File: config.mk
export PLATFORM = sky130hd
export DESIGN_NAME = elhm_bucket
export DESIGN_NICKNAME = d
export VERILOG_FILES = /design/src/design/elhm_pkg.sv /design/src/design/elhm_bucket.sv
export SDC_FILE = /design/constraint.sdc
export NUM_CORES = 1
export LEC_CHECK = 0
export ABC_AREA = 1
export BUFFER_PORTS_ARGS = -buffer_cell sky130_fd_sc_hd__buf_2
export CORE_MARGIN = 5
export CORE_UTILIZATION = 40
export CTS_BUF_LIST = sky130_fd_sc_hd__clkbuf_8
export DETAILED_ROUTE_END_ITERATION = 10
export PLACE_DENSITY = 0.65
export SLEW_MARGIN = 20
export SYNTH_ARGS = -nofsm -noshare
export SYNTH_HDL_FRONTEND = slang
export SYNTH_SLANG_ARGS = --single-unit
File: constraint.sdc
create_clock -name i_clk -period 2.7 [get_ports i_clk]
set_input_delay 0.27 -clock i_clk [delete_from_list [all_inputs] [get_ports i_clk]]
set_output_delay 0.27 -clock i_clk [all_outputs]
set_load 0.01 [all_outputs]
File: src/design/elhm_pkg.sv
// Shared types, constants and helpers of the call latency histogram monitor.
package elhm_pkg;

    localparam int THREAD_SLOTS_DEF    = 8192;
    localparam int CALL_SLOTS_DEF      = 1024;
    localparam int HIST_BINS_DEF       = 32;
    localparam int DATA_W              = 64;
    localparam int NS_PER_US           = 1000;
    // wide enough for 1000 << 63
    localparam int THR_W               = 74;
    localparam int RECIP_SHIFT         = 26;
    localparam int SLOT_RAW_W          = 13;

    typedef enum logic [1:0] {
        OP_ENTER = 2'd0,
        OP_EXIT  = 2'd1,
        OP_READ  = 2'd2
    } t_opcode;

    typedef enum logic [2:0] {
        STAT_FILTERED = 3'd0,
        STAT_STARTED  = 3'd1,
        STAT_NO_START = 3'd2,
        STAT_UPDATED  = 3'd3,
        STAT_READ     = 3'd4,
        STAT_RANGE    = 3'd5
    } t_status;

    typedef enum logic [2:0] {
        ST_CLEAR,
        ST_IDLE,
        ST_SLOT,
        ST_LOOK,
        ST_CALC,
        ST_BKT,
        ST_HIST,
        ST_UPD
    } t_state;

    typedef struct packed {
        logic [1:0]            opcode;
        logic [31:0]           process_id;
        logic [SLOT_RAW_W-1:0] thread_slot;
        logic [63:0]           timestamp_ns;
        logic [11:0]           call_id;
        logic [4:0]            bucket_index;
    } t_item;

    typedef struct packed {
        logic [2:0]  status;
        logic [9:0]  out_call_id;
        logic [63:0] measured_lat;
        logic [4:0]  bucket;
        logic [63:0] event_count;
        logic [63:0] total_latency;
        logic [63:0] max_latency;
        logic [63:0] bucket_count;
    } t_result;

    // lowest latency in ns that falls into bucket b
    function automatic logic [THR_W-1:0] elhm_threshold(input int b);
        logic [THR_W-1:0] thr;
        thr = THR_W'(NS_PER_US) << b;
        return thr;
    endfunction

endpackage

File: src/design/elhm_bucket.sv
// Log2 microsecond bucket of a latency: registered threshold compare, then encode.
module elhm_bucket #(
    parameter int HIST_BINS = elhm_pkg::HIST_BINS_DEF
) (
    input  logic                         i_clk,
    input  logic                         i_load,
    input  logic [elhm_pkg::DATA_W-1:0]  i_lat,
    output logic [$clog2(HIST_BINS)-1:0] o_bucket
);

    import elhm_pkg::*;

    localparam int BKT_W = $clog2(HIST_BINS);

    logic [HIST_BINS-1:0] r_ge;
    logic [HIST_BINS-1:0] n_ge;

    // thermometer: bit b set when the latency reaches bucket b
    always_comb begin
        n_ge = '0;
        for (int b = 1; b < HIST_BINS; b++) begin
            n_ge[b] = THR_W'(i_lat) >= elhm_threshold(b);
        end
    end

    always_ff @(posedge i_clk) begin
        if (i_load) begin
            r_ge <= n_ge;
        end
    end

    // top bucket caps itself: no threshold beyond it
    always_comb begin
        o_bucket = '0;
        for (int b = 1; b < HIST_BINS; b++) begin
            if (r_ge[b]) begin
                o_bucket = BKT_W'(b);
            end
        end
    end

endmodule

# Yosys cells after proc, flatten, opt, wreduce, memory -nomap -nowiden
# Index checks and enable logic that the tools add are counted.
# Widths: inputs -> output; s select.
# totals
regBits	31
in_bits	66
out_inout_bits	5
word_cells	63
# op_classes
magnitude_cmp	31
muxes	31
# ops
op	n
$mux 5	30
$ge 64x11->1 const B	1
$ge 64x12->1 const B	1
$ge 64x13->1 const B	1
$ge 64x14->1 const B	1
$ge 64x15->1 const B	1
$ge 64x16->1 const B	1
$ge 64x17->1 const B	1
$ge 64x18->1 const B	1
$ge 64x19->1 const B	1
$ge 64x20->1 const B	1
$ge 64x21->1 const B	1
$ge 64x22->1 const B	1
$ge 64x23->1 const B	1
$ge 64x24->1 const B	1
$ge 64x25->1 const B	1
$ge 64x26->1 const B	1
$ge 64x27->1 const B	1
$ge 64x28->1 const B	1
$ge 64x29->1 const B	1
$ge 64x30->1 const B	1
$ge 64x31->1 const B	1
$ge 64x32->1 const B	1
$ge 64x33->1 const B	1
9 further kinds	9

# Depth between registers and ports, before layout
# depth
ltp_word	31
ltp_mapped	31
mapped_depth_nobuf	31

# Worst setup path before layout
# Ideal clock, no wire load.
# synth_timing
path_kind	flip-flop to output port
startpoint	register r_ge[2]
endpoint	output o_bucket[0]
arrival_ps	1702
required_time_ps	2430
path_slack_ps	728
stages_incl_launch_ff	32
n_path_buf	0
path_cell_list	edfxtp_1 -> inv_1 -> nand2_1 -> nand2_1 -> nand2_1 -> nand2_1 -> nand2_1 -> nand2_1 -> nand2_1 -> nand2_1 -> nand2_1 -> nand2_1 -> nand2_1 -> nand2_1 -> nand2_1 -> nand2_1 -> nand2_1 -> nand2_1 -> nand2_1 -> nand2_1 -> nand2_1 -> nand2_1 -> nand2_1 -> nand2_1 -> nand2_1 -> nand2_1 -> nand2_1 -> nand2_1 -> nand2_1 -> nand2_1 -> nand2_1 -> nand2_1
# synth_between
elab_chain_len	30
# synth_rtl
item	line_no	text
start: declaration	elhm_bucket.sv:15	logic [HIST_BINS-1:0] r_ge;
start signal: assignment	elhm_bucket.sv:28	r_ge <= n_ge;
$mux 5 (30 in a row)	elhm_bucket.sv:36	if (r_ge[b]) begin
end: declaration	elhm_bucket.sv:8	output logic [$clog2(HIST_BINS)-1:0] o_bucket
# Every way passes these cells.

# Final worst setup path
# Same ends and word-level chain as after synthesis.

==> impl_metrics.toml <==
[logic_synthesis]
synth_largest_type_area_fraction_pct = 41.5
synth-edff-count = 31
ys_seq_elements = 31
largest_cells_by_area_after_synthesis = "sky130_fd_sc_hd__edfxtp_1, sky130_fd_sc_hd__nand2_1, sky130_fd_sc_hd__inv_1, sky130_fd_sc_hd__nor2_1, sky130_fd_sc_hd__nand3_1"
synth_cell_types = 31
yosys_top_cell_by_area = "sky130_fd_sc_hd__edfxtp_1"
syn-instance-count = 316
postSynthNetCount = 382
yosys_warnings = 0
postSynth.topFlopCell = "sky130_fd_sc_hd__edfxtp_1"
synthesized_area_per_cell_um2 = 7.09
sequential_area_share_after_synthesis_pct = 41.5
ys_async_sr_fraction_pct = 0
syn-cell-area_mm2 = 0.00224

[grt]
maximum_number_of_pins_on_one_net_before_global_route_repair = 32
grt_remaining_overflow = 0
use_met3_pct = 1.65
grt_pass1_vias = 1935
grt_first_pass_wirelength_um = 8270
grt.met2_usage_pct = 21.4
gr-max-usage-layer = "met2"
grt.total_usage_pct = 13.7
antenna_found_initial = 0
grt.met1_usage_pct = 19.9

[floorplanning]
core_region_area_mm2 = 0.00547
placementRows = 27
initial_core_util_pct = 40.9
num_io_pins = 71
dieArea_mm2 = 0.00720
die_w_um = 84.9
fp.dieH_um = 84.9

[route]
drt-pass1-iter-count = 4
post_detailed_route_wirelength_per_cell_um = 10.6
drt_first_iter_violations = 93
totalWireLength_um = 4870
remaining_drcs = 0
vias_per_cell = 4.67
drtAntennaViolNets = 0
routed-via-count = 2153

[sta]
timing.final.crit_share_pct = 91.9
slew_at_the_pin_with_the_worst_max_slew_slack_ps = 617
remaining_max_slew_budget_at_the_tightest_pin_pct = 58.8
report.final.setup_viol = 0
final.setup.tns_ps = 0
hold_violations = 0
min_period_ps = 2480
fmaxAchievable_mhz = 403
setup_repair_after_global_routing_missed_its_margin = "yes"
slew_viol_final = 0

[min_path]
startpoint_of_the_lowest_slack_hold_path = "i_lat[31]"
min-delay-path-class = "input port to register"

[placement]
globalplace.congestion = 0.843
placement.io_buffers = 66
dpl.hpwl_um = 4240
placedCellCount = 453
detailed_place.area_mm2 = 0.00266

[cells_and_area]
biggestRegsByFlops = "r_ge: 31 flops"
fin_area_mm2 = 0.00277
final_net_count = 454
fill_cell_total_of_the_finished_layout = 566
final_layout_size_suffix_gt1_share_pct = 21.6
area_growth_pct = 23.4
max_reg_flops = 31
number_of_standard_cells_in_the_final_layout_excluding_fillers = 461
post-route-util_pct = 50.5
largest_register = "r_ge"
antenna-diode-count = 0

[setup_path]
timing.critical_path.slowest_cell_delay_ps = 380
critPathRequiredTime_ps = 2430
cpMostUsedCell = "sky130_fd_sc_hd__nand2_1"
worst_setup_path_startpoint = "r_ge[2]"
worst-setup-path-type = "register to output port"
cp_max_fo = 2
cp-endpoint = "o_bucket[0]"
arrival_ps = 2210
critical_path.slowest_cell = "sky130_fd_sc_hd__edfxtp_1"
endpoint_kind = "output port"
worst_setup_path_start_kind = "register"

[clock_tree]
cts_tree = "yes"
cts_made_buffers = 5
cts.repair_timing.setup_buffer_count = 0
clock_path_buffers = 2
cts.sink_count = 31
cts_repair_resized_insts = 0
path_clk_slew_ps = 60
cts_htree_levels = 2
cts_hold_repair.buffers = 0
clock-root-buffer = "sky130_fd_sc_hd__clkbuf_8"

[power_and_ir_drop]
p_leak_nw = 1.24
power_density_mw_per_mm2 = 418
report.power.total_mw = 1.15
vdd.ir_drop.worst_mv = 0.317

[status]
status = "completed"

[run]
cap_viol_max_count = 0
## worst max-delay path: cells and delay by family, from the launching register on
kind | cells | cell delay, ps
buf+inv | 2 | 180
flops | 1 | 380
simple gates | 30 | 1380
## Yosys cell counts (2+ instances only)
master	instances
sky130_fd_sc_hd__nand2_1	82
sky130_fd_sc_hd__inv_1	59
sky130_fd_sc_hd__nor2_1	56
sky130_fd_sc_hd__edfxtp_1	31
sky130_fd_sc_hd__nand3_1	20
sky130_fd_sc_hd__nor3_1	10
sky130_fd_sc_hd__o211ai_1	9
sky130_fd_sc_hd__o21ai_0	8
sky130_fd_sc_hd__a21oi_1	4
sky130_fd_sc_hd__a31oi_1	4
sky130_fd_sc_hd__nand4_1	4
sky130_fd_sc_hd__nor4_1	4
sky130_fd_sc_hd__o2111ai_1	4
sky130_fd_sc_hd__nor2_4	3
sky130_fd_sc_hd__nand2_2	2
## logic make-up after synthesis
group                  after synthesis  synth area share [%]
buffers and inverters               62                  10.4
DFF                                 31                  41.5
and+or+nand+nor                    185                  36.3
AOI/OAI and AO/OA                   38                  11.7
## final cells by class
type / count / area (um^2) / area share (%)
clock inverters: 3 / 38.8 / 1.40
inverters: 61 / 229 / 8.28
clock buffers: 5 / 68.8 / 2.49
repair buffers: 66 / 330 / 11.9
well taps: 72 / 90.1 / 3.26
multi-input cells: 223 / 1080 / 39.0
flip-flops and latches: 31 / 931 / 33.7
## worst min path at each step
stage / to / slack [ps] / depth (start not counted)
2_1_floorplan: r_ge[10] / 380 / 0
3_3_place_gp: r_ge[21] / 610 / 3
3_5_place_dp: r_ge[21] / 600 / 3
4_1_cts: r_ge[21] / 310 / 3
5_1_grt: r_ge[21] / 330 / 3
6_report: r_ge[21] / 330 / 3
## cell usage in the layout, fill, tap and decap left out, drive strengths merged
master	synthesis	routed
edfxtp	31	31
nor4	5	5
bufinv	0	1
buf	0	66
o21ai	9	9
o21bai	1	1
o21a	1	1
nor3	10	10
or4	1	1
nand3	20	20
clkbuf	1	5
a31oi	4	4
a311oi	1	1
clkinv	1	3
o311ai	1	1
or2	1	1
nand2	85	85
a21oi	4	4
a41oi	1	1
o2111ai	4	4
nor2	59	59
nand4	4	4
inv	60	60
o31ai	1	1
a2111oi	1	1
o211ai	10	10
## power breakdown
part | switching (mW) | internal (mW) | leakage, nW
Combinational | 0.103 | 0.0676 | 0.873
Sequential | 0.0117 | 0.553 | 0.313
Clock | 0.150 | 0.269 | 0.0556
## metrics by stage
step / setup WS (ps) / hold slack (ps)
floorplan: 728 / 382
global placement: 481 / 607
detailed placement: 466 / 601
CTS: 152 / 311
global route: -144 / 327
finish: 217 / 327
## metal layers
metal | wire length (um) | share of wire, % | up-vias
met3 | 201 | 4.1 | 4
met4 | 34 | 0.70 | 0
met5 | 0 | 0 | -
met1 | 2450 | 50 | 921
met2 | 2190 | 45 | 45
li1 | - | - | 1183
(Power assumes the default switching activity.)
